$ cat src/rtl/tlvcp_pkg.sv
`default_nettype none

package tlvcp_pkg;

    // Longest container accepted; byte counter saturates one above it
    localparam int unsigned MAX_CONTAINER_BYTES = 1048576;
    localparam int unsigned CNT_W               = $clog2(MAX_CONTAINER_BYTES + 2);

    localparam int unsigned HDR_BYTES  = 16;
    localparam logic [31:0] MAGIC_WORD = 32'h3156_4C54;
    localparam logic [31:0] CRC_POLY   = 32'hEDB8_8320;
    localparam logic [31:0] CRC_INIT   = 32'hFFFF_FFFF;

    // Container header byte positions that trigger checks or captures
    localparam logic [3:0] POS_MAGIC_END   = 4'd3;
    localparam logic [3:0] POS_VERDOM_END  = 4'd7;
    localparam logic [3:0] POS_SIZE_END    = 4'd11;
    localparam logic [3:0] POS_CHECK_END   = 4'd15;

    // Field header byte index
    localparam logic [1:0] FH_TAG_LO = 2'd0;
    localparam logic [1:0] FH_TAG_HI = 2'd1;
    localparam logic [1:0] FH_LEN_LO = 2'd2;
    localparam logic [1:0] FH_LEN_HI = 2'd3;

    typedef enum logic [1:0] {
        KIND_CONT_HDR  = 2'd0,
        KIND_FIELD_HDR = 2'd1,
        KIND_DATA      = 2'd2,
        KIND_IGNORED   = 2'd3
    } t_kind;

    typedef enum logic [3:0] {
        ST_OK        = 4'd0,
        ST_SHORT     = 4'd1,
        ST_TOO_LARGE = 4'd2,
        ST_MAGIC     = 4'd3,
        ST_VERSION   = 4'd4,
        ST_DOMAIN    = 4'd5,
        ST_SIZE      = 4'd6,
        ST_CRC       = 4'd7,
        ST_TRUNC_HDR = 4'd8,
        ST_ZERO_TAG  = 4'd9,
        ST_OVERRUN   = 4'd10
    } t_status;

    typedef enum logic [2:0] {
        PH_AWAIT  = 3'b001,
        PH_DATA   = 3'b010,
        PH_IGNORE = 3'b100
    } t_phase;

    // One byte of reflected CRC-32, bit at a time
    function automatic logic [31:0] crc32_byte(input logic [31:0] c_in, input logic [7:0] b);
        logic [31:0] c;
        c = c_in ^ {24'd0, b};
        for (int k = 0; k < 8; k++) begin
            c = (c >> 1) ^ (c[0] ? CRC_POLY : 32'd0);
        end
        return c;
    endfunction

endpackage

`default_nettype wire

$ cat src/rtl/tlv_container_checker_parser_core.sv
// Channel  | Direction | Handshake                | Payload
// ---------+-----------+--------------------------+-------------------------------------
// in       | input     | i_in_valid / o_in_stall  | i_in_byte, i_in_last
// out      | output    | o_out_valid / i_out_stall| o_byte_kind .. o_status
// cfg      | input     | i_cfg_we                 | i_cfg_data (expected domain)
//
// One item per cycle sustained while the output does not stall.
// An input register feeds the parser/CRC logic, which writes the result register
// and all parser state in the same cycle (CRC byte step is 8 unrolled XOR stages).
// While the result is stalled the input register still takes one more item.
// Sync active-low reset clears valid bits and parser state; CRC starts at all ones.
// After an item flagged last, all parser state returns to its reset value.

`default_nettype none

module tlv_container_checker_parser_core import tlvcp_pkg::*; (
    input  wire logic        i_clk,
    input  wire logic        i_rst_n,
    // configuration
    input  wire logic        i_cfg_we,
    input  wire logic [15:0] i_cfg_data,
    // input channel
    input  wire logic        i_in_valid,
    output logic             o_in_stall,
    input  wire logic [7:0]  i_in_byte,
    input  wire logic        i_in_last,
    // output channel
    output logic             o_out_valid,
    input  wire logic        i_out_stall,
    output logic [1:0]       o_byte_kind,
    output logic [15:0]      o_field_tag,
    output logic [15:0]      o_field_length,
    output logic [15:0]      o_field_offset,
    output logic             o_field_begin,
    output logic             o_field_finish,
    output logic [7:0]       o_data_byte,
    output logic             o_done_res,
    output logic [3:0]       o_status
);

    // configuration register
    logic [15:0] r_expected_domain;

    // input register
    logic       r_in_valid;
    logic [7:0] r_in_byte;
    logic       r_in_last;

    // parser state
    logic [CNT_W-1:0] r_byte_count,       n_byte_count;
    logic [31:0]      r_header_word,      n_header_word;
    logic [31:0]      r_payload_declared, n_payload_declared;
    logic [31:0]      r_stored_check,     n_stored_check;
    logic [31:0]      r_crc,              n_crc;
    t_phase           r_field_phase,      n_field_phase;
    logic [1:0]       r_hdr_idx,          n_hdr_idx;
    logic [15:0]      r_cur_tag,          n_cur_tag;
    logic [15:0]      r_cur_len,          n_cur_len;
    logic [15:0]      r_left,             n_left;
    logic [3:0]       r_first_error,      n_first_error;

    // result register
    logic        r_out_valid;
    t_kind       r_kind,   n_kind;
    logic [15:0] r_tag,    n_tag;
    logic [15:0] r_len,    n_len;
    logic [15:0] r_off,    n_off;
    logic        r_beg,    n_beg;
    logic        r_fin,    n_fin;
    logic [7:0]  r_data;
    logic        r_done;
    logic [3:0]  r_status, n_status;

    logic        adv;
    logic        in_hdr;
    logic [3:0]  err_body;
    logic [3:0]  err_last;

    // handshake: the input register moves on whenever the result register is free
    assign adv        = r_in_valid && !(r_out_valid && i_out_stall);
    assign o_in_stall = r_in_valid && r_out_valid && i_out_stall;

    always_ff @(posedge i_clk) begin
        if (!i_rst_n) begin
            r_expected_domain <= '0;
        end else if (i_cfg_we) begin
            r_expected_domain <= i_cfg_data;
        end
    end

    // input register
    always_ff @(posedge i_clk) begin
        if (!i_rst_n) begin
            r_in_valid <= 1'b0;
        end else if (i_in_valid && !o_in_stall) begin
            r_in_valid <= 1'b1;
        end else if (adv) begin
            r_in_valid <= 1'b0;
        end
        if (i_in_valid && !o_in_stall) begin
            r_in_byte <= i_in_byte;
            r_in_last <= i_in_last;
        end
    end

    assign in_hdr = (r_byte_count[CNT_W-1:4] == '0);

    // parser: next state and result for the item in the input register
    always_comb begin
        n_byte_count       = r_byte_count;
        n_header_word      = r_header_word;
        n_payload_declared = r_payload_declared;
        n_stored_check     = r_stored_check;
        n_crc              = r_crc;
        n_field_phase      = r_field_phase;
        n_hdr_idx          = r_hdr_idx;
        n_cur_tag          = r_cur_tag;
        n_cur_len          = r_cur_len;
        n_left             = r_left;
        err_body           = r_first_error;
        n_kind             = KIND_CONT_HDR;
        n_tag              = '0;
        n_len              = '0;
        n_off              = '0;
        n_beg              = 1'b0;
        n_fin              = 1'b0;

        if (in_hdr) begin
            // container header: shift in little-endian words
            n_header_word = {r_in_byte, r_header_word[31:8]};
            if (r_byte_count[3:0] == POS_MAGIC_END && n_header_word != MAGIC_WORD
                && err_body == ST_OK) begin
                err_body = ST_MAGIC;
            end
            if (r_byte_count[3:0] == POS_VERDOM_END && err_body == ST_OK) begin
                if (n_header_word[15:0] != 16'd1) begin
                    err_body = ST_VERSION;
                end else if (n_header_word[31:16] != r_expected_domain) begin
                    err_body = ST_DOMAIN;
                end
            end
            if (r_byte_count[3:0] == POS_SIZE_END) begin
                n_payload_declared = n_header_word;
            end
            if (r_byte_count[3:0] == POS_CHECK_END) begin
                n_stored_check = n_header_word;
            end
        end else begin
            n_crc = crc32_byte(r_crc, r_in_byte);
            case (r_field_phase)
                PH_IGNORE: begin
                    n_kind = KIND_IGNORED;
                end
                PH_AWAIT: begin
                    n_kind = KIND_FIELD_HDR;
                    case (r_hdr_idx)
                        FH_TAG_LO: n_cur_tag = {8'd0, r_in_byte};
                        FH_TAG_HI: n_cur_tag = {r_in_byte, r_cur_tag[7:0]};
                        FH_LEN_LO: n_cur_len = {8'd0, r_in_byte};
                        default:   n_cur_len = {r_in_byte, r_cur_len[7:0]};
                    endcase
                    if (r_hdr_idx == FH_LEN_HI) begin
                        n_hdr_idx = FH_TAG_LO;
                        if (n_cur_tag == '0) begin
                            n_field_phase = PH_IGNORE;
                            if (err_body == ST_OK) begin
                                err_body = ST_ZERO_TAG;
                            end
                        end else begin
                            n_tag = n_cur_tag;
                            n_len = n_cur_len;
                            n_beg = 1'b1;
                            if (n_cur_len == '0) begin
                                n_fin = 1'b1;
                            end else begin
                                n_field_phase = PH_DATA;
                                n_left        = n_cur_len;
                            end
                        end
                    end else begin
                        n_hdr_idx = r_hdr_idx + 2'd1;
                    end
                end
                default: begin
                    // field data
                    n_kind = KIND_DATA;
                    n_tag  = r_cur_tag;
                    n_len  = r_cur_len;
                    n_off  = r_cur_len - r_left;
                    n_left = r_left - 16'd1;
                    if (n_left == '0) begin
                        n_fin         = 1'b1;
                        n_field_phase = PH_AWAIT;
                    end
                end
            endcase
        end

        // saturating byte count
        if (r_byte_count <= CNT_W'(MAX_CONTAINER_BYTES)) begin
            n_byte_count = r_byte_count + CNT_W'(1);
        end

        // end-of-container field-walk errors
        err_last = err_body;
        if (!in_hdr && err_last == ST_OK) begin
            if (n_field_phase == PH_AWAIT && n_hdr_idx != FH_TAG_LO) begin
                err_last = ST_TRUNC_HDR;
            end else if (n_field_phase == PH_DATA) begin
                err_last = ST_OVERRUN;
            end
        end

        // verdict
        n_status      = err_body;
        n_first_error = err_body;
        if (r_in_last) begin
            if (n_byte_count < CNT_W'(HDR_BYTES)) begin
                n_status = ST_SHORT;
            end else if (n_byte_count > CNT_W'(MAX_CONTAINER_BYTES)) begin
                n_status = ST_TOO_LARGE;
            end else if (err_last == ST_MAGIC || err_last == ST_VERSION
                         || err_last == ST_DOMAIN) begin
                n_status = err_last;
            end else if (n_payload_declared != (32'(n_byte_count) - 32'(HDR_BYTES))) begin
                n_status = ST_SIZE;
            end else if (~n_crc != n_stored_check) begin
                n_status = ST_CRC;
            end else begin
                n_status = err_last;
            end
        end
    end

    // parser state; cleared after the last item of a container
    always_ff @(posedge i_clk) begin
        if (!i_rst_n || (adv && r_in_last)) begin
            r_byte_count       <= '0;
            r_header_word      <= '0;
            r_payload_declared <= '0;
            r_stored_check     <= '0;
            r_crc              <= CRC_INIT;
            r_field_phase      <= PH_AWAIT;
            r_hdr_idx          <= FH_TAG_LO;
            r_cur_tag          <= '0;
            r_cur_len          <= '0;
            r_left             <= '0;
            r_first_error      <= ST_OK;
        end else if (adv) begin
            r_byte_count       <= n_byte_count;
            r_header_word      <= n_header_word;
            r_payload_declared <= n_payload_declared;
            r_stored_check     <= n_stored_check;
            r_crc              <= n_crc;
            r_field_phase      <= n_field_phase;
            r_hdr_idx          <= n_hdr_idx;
            r_cur_tag          <= n_cur_tag;
            r_cur_len          <= n_cur_len;
            r_left             <= n_left;
            r_first_error      <= n_first_error;
        end
    end

    // result register
    always_ff @(posedge i_clk) begin
        if (!i_rst_n) begin
            r_out_valid <= 1'b0;
        end else if (adv) begin
            r_out_valid <= 1'b1;
        end else if (!i_out_stall) begin
            r_out_valid <= 1'b0;
        end
        if (adv) begin
            r_kind   <= n_kind;
            r_tag    <= n_tag;
            r_len    <= n_len;
            r_off    <= n_off;
            r_beg    <= n_beg;
            r_fin    <= n_fin;
            r_data   <= r_in_byte;
            r_done   <= r_in_last;
            r_status <= n_status;
        end
    end

    assign o_out_valid    = r_out_valid;
    assign o_byte_kind    = r_kind;
    assign o_field_tag    = r_tag;
    assign o_field_length = r_len;
    assign o_field_offset = r_off;
    assign o_field_begin  = r_beg;
    assign o_field_finish = r_fin;
    assign o_data_byte    = r_data;
    assign o_done_res     = r_done;
    assign o_status       = r_status;

    // checks
    a_phase_onehot: assert property (@(posedge i_clk) disable iff (!i_rst_n)
        $onehot(r_field_phase))
        else $error("field phase not one-hot");

    a_clear_after_last: assert property (@(posedge i_clk) disable iff (!i_rst_n)
        (adv && r_in_last) |=> (r_byte_count == '0 && r_first_error == ST_OK))
        else $error("parser state not cleared after last item");

    a_begin_is_hdr: assert property (@(posedge i_clk) disable iff (!i_rst_n)
        (o_out_valid && o_field_begin) |-> (o_byte_kind == KIND_FIELD_HDR))
        else $error("field begin on a byte that is not a field header");

    a_finish_offset: assert property (@(posedge i_clk) disable iff (!i_rst_n)
        (o_out_valid && o_field_finish && o_byte_kind == KIND_DATA)
        |-> (o_field_offset == o_field_length - 16'd1))
        else $error("field finish at wrong offset");

    a_stall_full: assert property (@(posedge i_clk) disable iff (!i_rst_n)
        o_in_stall |-> (r_in_valid && r_out_valid))
        else $error("input stalled with a free stage");

endmodule

`default_nettype wire

$ cat config.mk
export PLATFORM = sky130hd
export DESIGN_NAME = tlv_container_checker_parser_core
export DESIGN_NICKNAME = d
export VERILOG_FILES = /design/src/rtl/tlvcp_pkg.sv /design/src/rtl/tlv_container_checker_parser_core.sv
export SDC_FILE = /design/constraint.sdc
export NUM_CORES = 1
export LEC_CHECK = 0
export ABC_AREA = 1
export BUFFER_PORTS_ARGS = -buffer_cell sky130_fd_sc_hd__buf_2
export CAP_MARGIN = 20
export CORE_ASPECT_RATIO = 0.7
export CORE_MARGIN = 4
export CORE_UTILIZATION = 60
export CTS_CLUSTER_SIZE = 24
export DETAILED_ROUTE_END_ITERATION = 8
export PLACE_DENSITY = 0.83
export SYNTH_ARGS = -nofsm -noshare
export SYNTH_HDL_FRONTEND = slang
export SYNTH_SLANG_ARGS = --single-unit
export TNS_END_PERCENT = 20
$ cat constraint.sdc
create_clock -name i_clk -period 5.1 [get_ports i_clk]
set_input_delay 1.02 -clock i_clk [delete_from_list [all_inputs] [get_ports i_clk]]
set_output_delay 1.02 -clock i_clk [all_outputs]
set_load 0.02 [all_outputs]
Yosys cells after proc, flatten, opt, wreduce, memory -nomap -nowiden:

Cells that the tools add are included.

* bitwise gates (word level): 14
* order comparisons: 3
* add/subtract/negate cells: 5
* equality and inequality tests: 23
* reduce and logical (&&, ||, !) cells: 34
* muxes and demuxes: 69

Operators with widths (number)
* 32-bit two-way mux: 13
* 31-bit by 32-bit XOR with 32-bit output: 8
* 16-bit two-way mux: 11
* 16-bit one-hot mux with 2 select lines: 5
* 4-bit two-way mux: 19
* 32-bit != test: 2
* 16-bit zero test: 3
* 32-bit by 30-bit != test with 1-bit output (second input constant): 1
* 32-bit NOT: 1
* 32-bit by 8-bit XOR with 32-bit output: 1
* 21-bit by 5-bit subtractor with 22-bit output (second input constant): 1
* 21-bit by 1-bit adder with 21-bit output (second input constant): 1
* 21-bit > comparator (second input constant): 1
* 21-bit less-or-equal comparator (second input constant): 1
* 21-bit by 5-bit less-than comparator with 1-bit output (second input constant): 1
* 21-bit two-way mux: 1
* 17-bit zero test: 1
* 16-bit by 1-bit != test with 1-bit output (second input constant): 1
* 16-bit != test: 1
* 16-bit by 1-bit subtractor with 16-bit output (second input constant): 1
* 16-bit subtractor: 1
* 3-bit two-way mux: 5
* 4-bit by 3-bit equality test with 1-bit output (second input constant): 3
* 4-bit zero test: 3
* other kinds (26): 62

* input bits: 30
* bits in registers: 298
* output and inout bits: 67

Longest topological paths before layout:

* depth after elaboration: 26
* mapped depth: 28

Least setup slack after synthesis:

No wires, ideal clock.

* kind: input-to-reg
* from: input port i_out_stall
* to: register r_kind[0] (netlist: o_byte_kind[0]), enable pin
* setup slack: 1.199 ns
* stages: 4
* data required time: 4.645 ns
* arrival time: 3.447 ns
* cells stage by stage: nand2_1 > inv_1 > nor2_1 > clkbuf_1

* longest elaborated chain between the ends: 3

Ends and longest elaborated chain
* start, declared: RTL line tlv_container_checker_parser_core.sv:29 `input wire logic i_out_stall,`
* 1-bit logical AND: RTL line tlv_container_checker_parser_core.sv:80 `assign adv = r_in_valid && !(r_out_valid && i_out_stall);`
* 1-bit zero test: RTL line tlv_container_checker_parser_core.sv:80
* 1-bit logical AND: RTL line tlv_container_checker_parser_core.sv:80
* net adv: RTL line tlv_container_checker_parser_core.sv:74 `logic adv;`
* end signal, assigned: RTL line tlv_container_checker_parser_core.sv:274 `r_kind <= n_kind;`
* end, declared: RTL line tlv_container_checker_parser_core.sv:64 `t_kind r_kind, n_kind;`

The timed path passes the listed nets, and every way through them passes these cells.
A chain may end at the register's enable or synchronous reset.

Worst setup path after layout:

* from: register r_byte_count[1]
* to: register r_status[1] (netlist: o_status[1]) (data pin)

* longest elaborated chain between the ends: 19
* elaborated cells on any way between the ends: 42

Ends and longest elaborated chain
* start, declared: RTL line tlv_container_checker_parser_core.sv:50 `logic [CNT_W-1:0] r_byte_count, n_byte_count;`
* start signal, assigned: RTL line tlv_container_checker_parser_core.sv:250 `r_byte_count <= n_byte_count;`
* branches (longest 18 deep; another with 21-bit by 5-bit subtractor with 22-bit output)
* 4-bit two-way mux (*): RTL line tlv_container_checker_parser_core.sv:217 `if (r_in_last) begin`
* net n_status[1]: RTL line tlv_container_checker_parser_core.sv:72 `logic [3:0] r_status, n_status;`
* end signal, assigned: RTL line tlv_container_checker_parser_core.sv:282 `r_status <= n_status;`
* end, declared: RTL line tlv_container_checker_parser_core.sv:72

Mark *: on every way through the listed nets, which the timed path passes. The select of a mux whose other input is x is not followed.

==> results by group <==
Final layout
  • Final instance area: 19600 µm²
  • Non-Filler Instances: 3134
  • Ant diodes: 0
  • Layout cells sized above 1: 9.80%
  • Area grow syn2layout: 9.02%
  • Total Nets Final: 2788

Placement
  • Routability congestion estimate: 0.953
  • Port-buffer cells: 96
  • Cell total after placement: 3078
  • DP Area: 18600 µm²
  • Final HPWL DP: 39400 µm

Synthesis
  • Synthesized flop and latch total: 290
  • Avg Cell Area, Syn: 6.66 µm²
  • Yosys top cell by area: dfxtp_1
  • Synth Area in XOR/XNOR: 5.05%
  • Post-synth top area share: 24.1%
  • Mapped Area: 18000 µm²
  • Largest cells by area after synthesis: dfxtp_1, nand2_1, edfxtp_1, o21ai_0, inv_1
  • Netlist cell types: 51
  • Synth Area in Simple Gates: 28.2%
  • Mapped Nets: 2753
  • Mapped Cells: 2698
  • Post-synth EDFFs: 74
  • Synth Area in Adders: 1.78%
  • Sequential element share of the synthesized area: 36.4%
  • Main combinational cell family by area after synthesis: simple AND/OR/NAND/NOR gates
  • Post-synth top flop: dfxtp_1
  • Post-synthesis mux area share: 0.0627%
  • Compound-Gate Fraction of Synth Area: 17.0%
  • Synth async-reset ratio: 0%
  • Ys Warns: 0

Power
  • Peak VDD IR: 276 µV
  • Pwr Density: 359 nW/µm²
  • Static leakage: 9.50 nW

Floorplan
  • Chip width: 215 µm
  • Initial Utilization: 61.5%
  • Die area: 32800 µm²
  • Row cnt: 52
  • Core ar.: 29200 µm²
  • DIE HEIGHT: 153 µm
  • I/O pin count: 97

GRT
  • Initial antenna violation count: 0
  • Vias in the first global route: 15840
  • Total grt overflow: 0
  • Global Route Usage Sum: 32.0%
  • First-pass GRT wire length: 86000 µm
  • Largest net degree at the start of global routing: 89

STA
  • Minimum clock period: 3940 ps
  • Period utilization: 77.3%
  • Slew Viols, Final: 0
  • RSZ-0062 raised after global routing: false
  • Worst Skew: 24.6 ps
  • Slew at the pin closest to its max-slew limit: 1160 ps
  • Fmax: 254 MHz
  • Setup_tns: 0 ps
  • Finish-stage setup viols: 0
  • Max-Slew Margin vs Limit: 22.8%
  • Final hold violations: 0

Setup path
  • Worst Setup Path Type: reg2reg
  • Worst EP required: 5430 ps
  • Reg2reg start: r_byte_count[1]
  • Worst reg2reg path depth: 19
  • CP Capture Point: o_status[1]
  • Critical path origin: r_byte_count[1]
  • Crit end category: flip-flop
  • Reg-to-reg endpoint: o_status[1]
  • Flop-to-flop setup slack: 1160 ps
  • Critical path fanouts, max: 38
  • CP arrival: 4280 ps
  • Startpoint class of the critical path: flip-flop

CTS
  • H-tree depth: 1
  • Worst-path clk slew: 60 ps
  • CTS Buffer Depth: 3
  • Hold_buf cts: 0
  • Resize count post-CTS: 0
  • Root Driver: clkbuf_16
  • Clk sink count: 290
  • CTS tree: done
  • Post-CTS Setup Bufs: 0
  • Clock Latency Late Sink: 600 ps
  • Clock buffer count from CTS: 30

Job
  • Max-cap violations: 0

Min path
  • Hold path startpoint: r_crc[27]
  • Min-delay worst type: reg2reg

Route
  • Wire per inst: 17.4 µm
  • DR vias: 18001
  • First-pass iteration count of the detailed router: 6
  • Iteration-0 DRC Markers: 2252
  • Vias per Instance: 5.74
  • DR DRC count: 0
  • Post-route ant nets: 0
  • Final WL: 54600 µm

Status
  • Status: finished clean
## routing by layer
| layer | vias up | global-route usage [%] | share of wire (%) |
|---|---|---|---|
| li1 | 8692 | - | - |
| met2 | 1007 | 44.3 | 40 |
| met3 | 91 | 9.15 | 14 |
| met1 | 8211 | 49.3 | 44 |
| met5 | - | 0 | 0 |
| met4 | 0 | 6.60 | 2.1 |
## power breakdown
group	total, mW	internal [mW]	switching [mW]
combinational	2.11	0.656	1.45
sequential	2.67	2.53	0.135
clock	2.26	1.27	0.987
total	7.04	4.46	2.58
## how the worst min path moves through the flow
| stage | to | slack [ps] | cells after the start |
|---|---|---|---|
| floorplan | o_data_byte[0] | 420 | 0 |
| global placement | r_crc[16] | 450 | 2 |
| detailed placement | r_crc[27] | 460 | 2 |
| CTS | r_expected_domain[7] | 480 | 2 |
| global route | r_expected_domain[7] | 500 | 2 |
| finish | r_crc[27] | 470 | 2 |
## cell type report
type	count	area, µm²
clock buffers	40	810
clock inverters	15	185
fillers	2513	9630
inverters	401	1510
multi-input cells	1891	9400
flip-flops and latches	290	6550
well taps	378	473
repair buffers	119	666
## synth_stat cells, types with 5 or more instances
master,count
nor3_1,15
nor2_1,247
o21ai_1,14
nand3_2,5
or2_2,15
xnor2_1,21
a31oi_1,21
nand3_1,115
a22oi_1,16
edfxtp_1,74
a21oi_1,174
nor2_4,11
buf_4,10
xor2_1,75
buf_2,19
nand3b_1,10
inv_2,12
o211ai_1,32
dfxtp_1,216
inv_1,385
nand2_1,698
clkbuf_1,77
a211oi_1,7
ha_1,24
nand2_2,25
o21ai_0,297
nor2_2,20
nand4_1,26
## critical path, cell delays in order, from the launching register on
cell and delay [ps]:
dfxtp_1 400, ha_1 380, nand2_2 190, nor2_4 270
inv_1 120, nor2_4 380, buf_4 420, nand2_1 110
o21ai_0 200, inv_1 80, nand2_1 80, nand2_1 60
nor2_1 110, nand3_1 90, nor2_1 220, nand2_1 190
nand2_1 160, nand3_1 100, nand2_1 60, o21ai_1 60
## state kept, by name (all words and copies together) (netlist names), 2 cells and up
register	cells
o_field_length	16
o_byte_kind	2
r_header_word	24
r_first_error	4
r_cur_len	16
r_crc	32
o_field_tag	16
r_hdr_idx	2
o_status	4
r_cur_tag	16
r_left	16
r_stored_check	32
r_payload_declared	32
r_in_byte	8
r_expected_domain	16
o_field_offset	16
o_data_byte	8
r_field_phase	3
r_byte_count	21
## stage by stage
step	util [%]	setup WS, ps	hold slack [ps]	power (mW)
after floorplan	-	1200	421	4.21
after global placement	63.6	1360	452	4.68
after detailed placement	63.6	1270	465	4.74
after CTS	67.0	1260	477	6.98
after global routing	67.0	747	505	7.40
final	67.0	1160	475	7.04
## logic make-up after synthesis
| kind of cell | Yosys count |
|---|---|
| buffers and inverters | 517 |
| xor gates and xnor gates | 99 |
| AOI/OAI and AO/OA | 572 |
| and+or+nand+nor | 1194 |
| DFF | 290 |
| muxes | 1 |
| adders and majority gates | 25 |
## cell usage in the layout, fill, tap and decap left out, types with 15 or more instances in the layout
| cell | instances |
|---|---|
| xor2_1 | 75 |
| or2_2 | 15 |
| nor2_1 | 244 |
| nand3_1 | 115 |
| nor2_2 | 21 |
| nand2_2 | 26 |
| o211ai_1 | 32 |
| a22oi_1 | 16 |
| buf_2 | 96 |
| nand2_1 | 697 |
| nand4_1 | 26 |
| o21ai_0 | 297 |
| clkbuf_16 | 30 |
| xnor2_1 | 21 |
| buf_4 | 22 |
| edfxtp_1 | 74 |
| ha_1 | 24 |
| a31oi_1 | 21 |
| a21oi_1 | 174 |
| inv_1 | 383 |
| dfxtp_1 | 216 |
No activity file was read; power rests on OpenSTA's default activity.
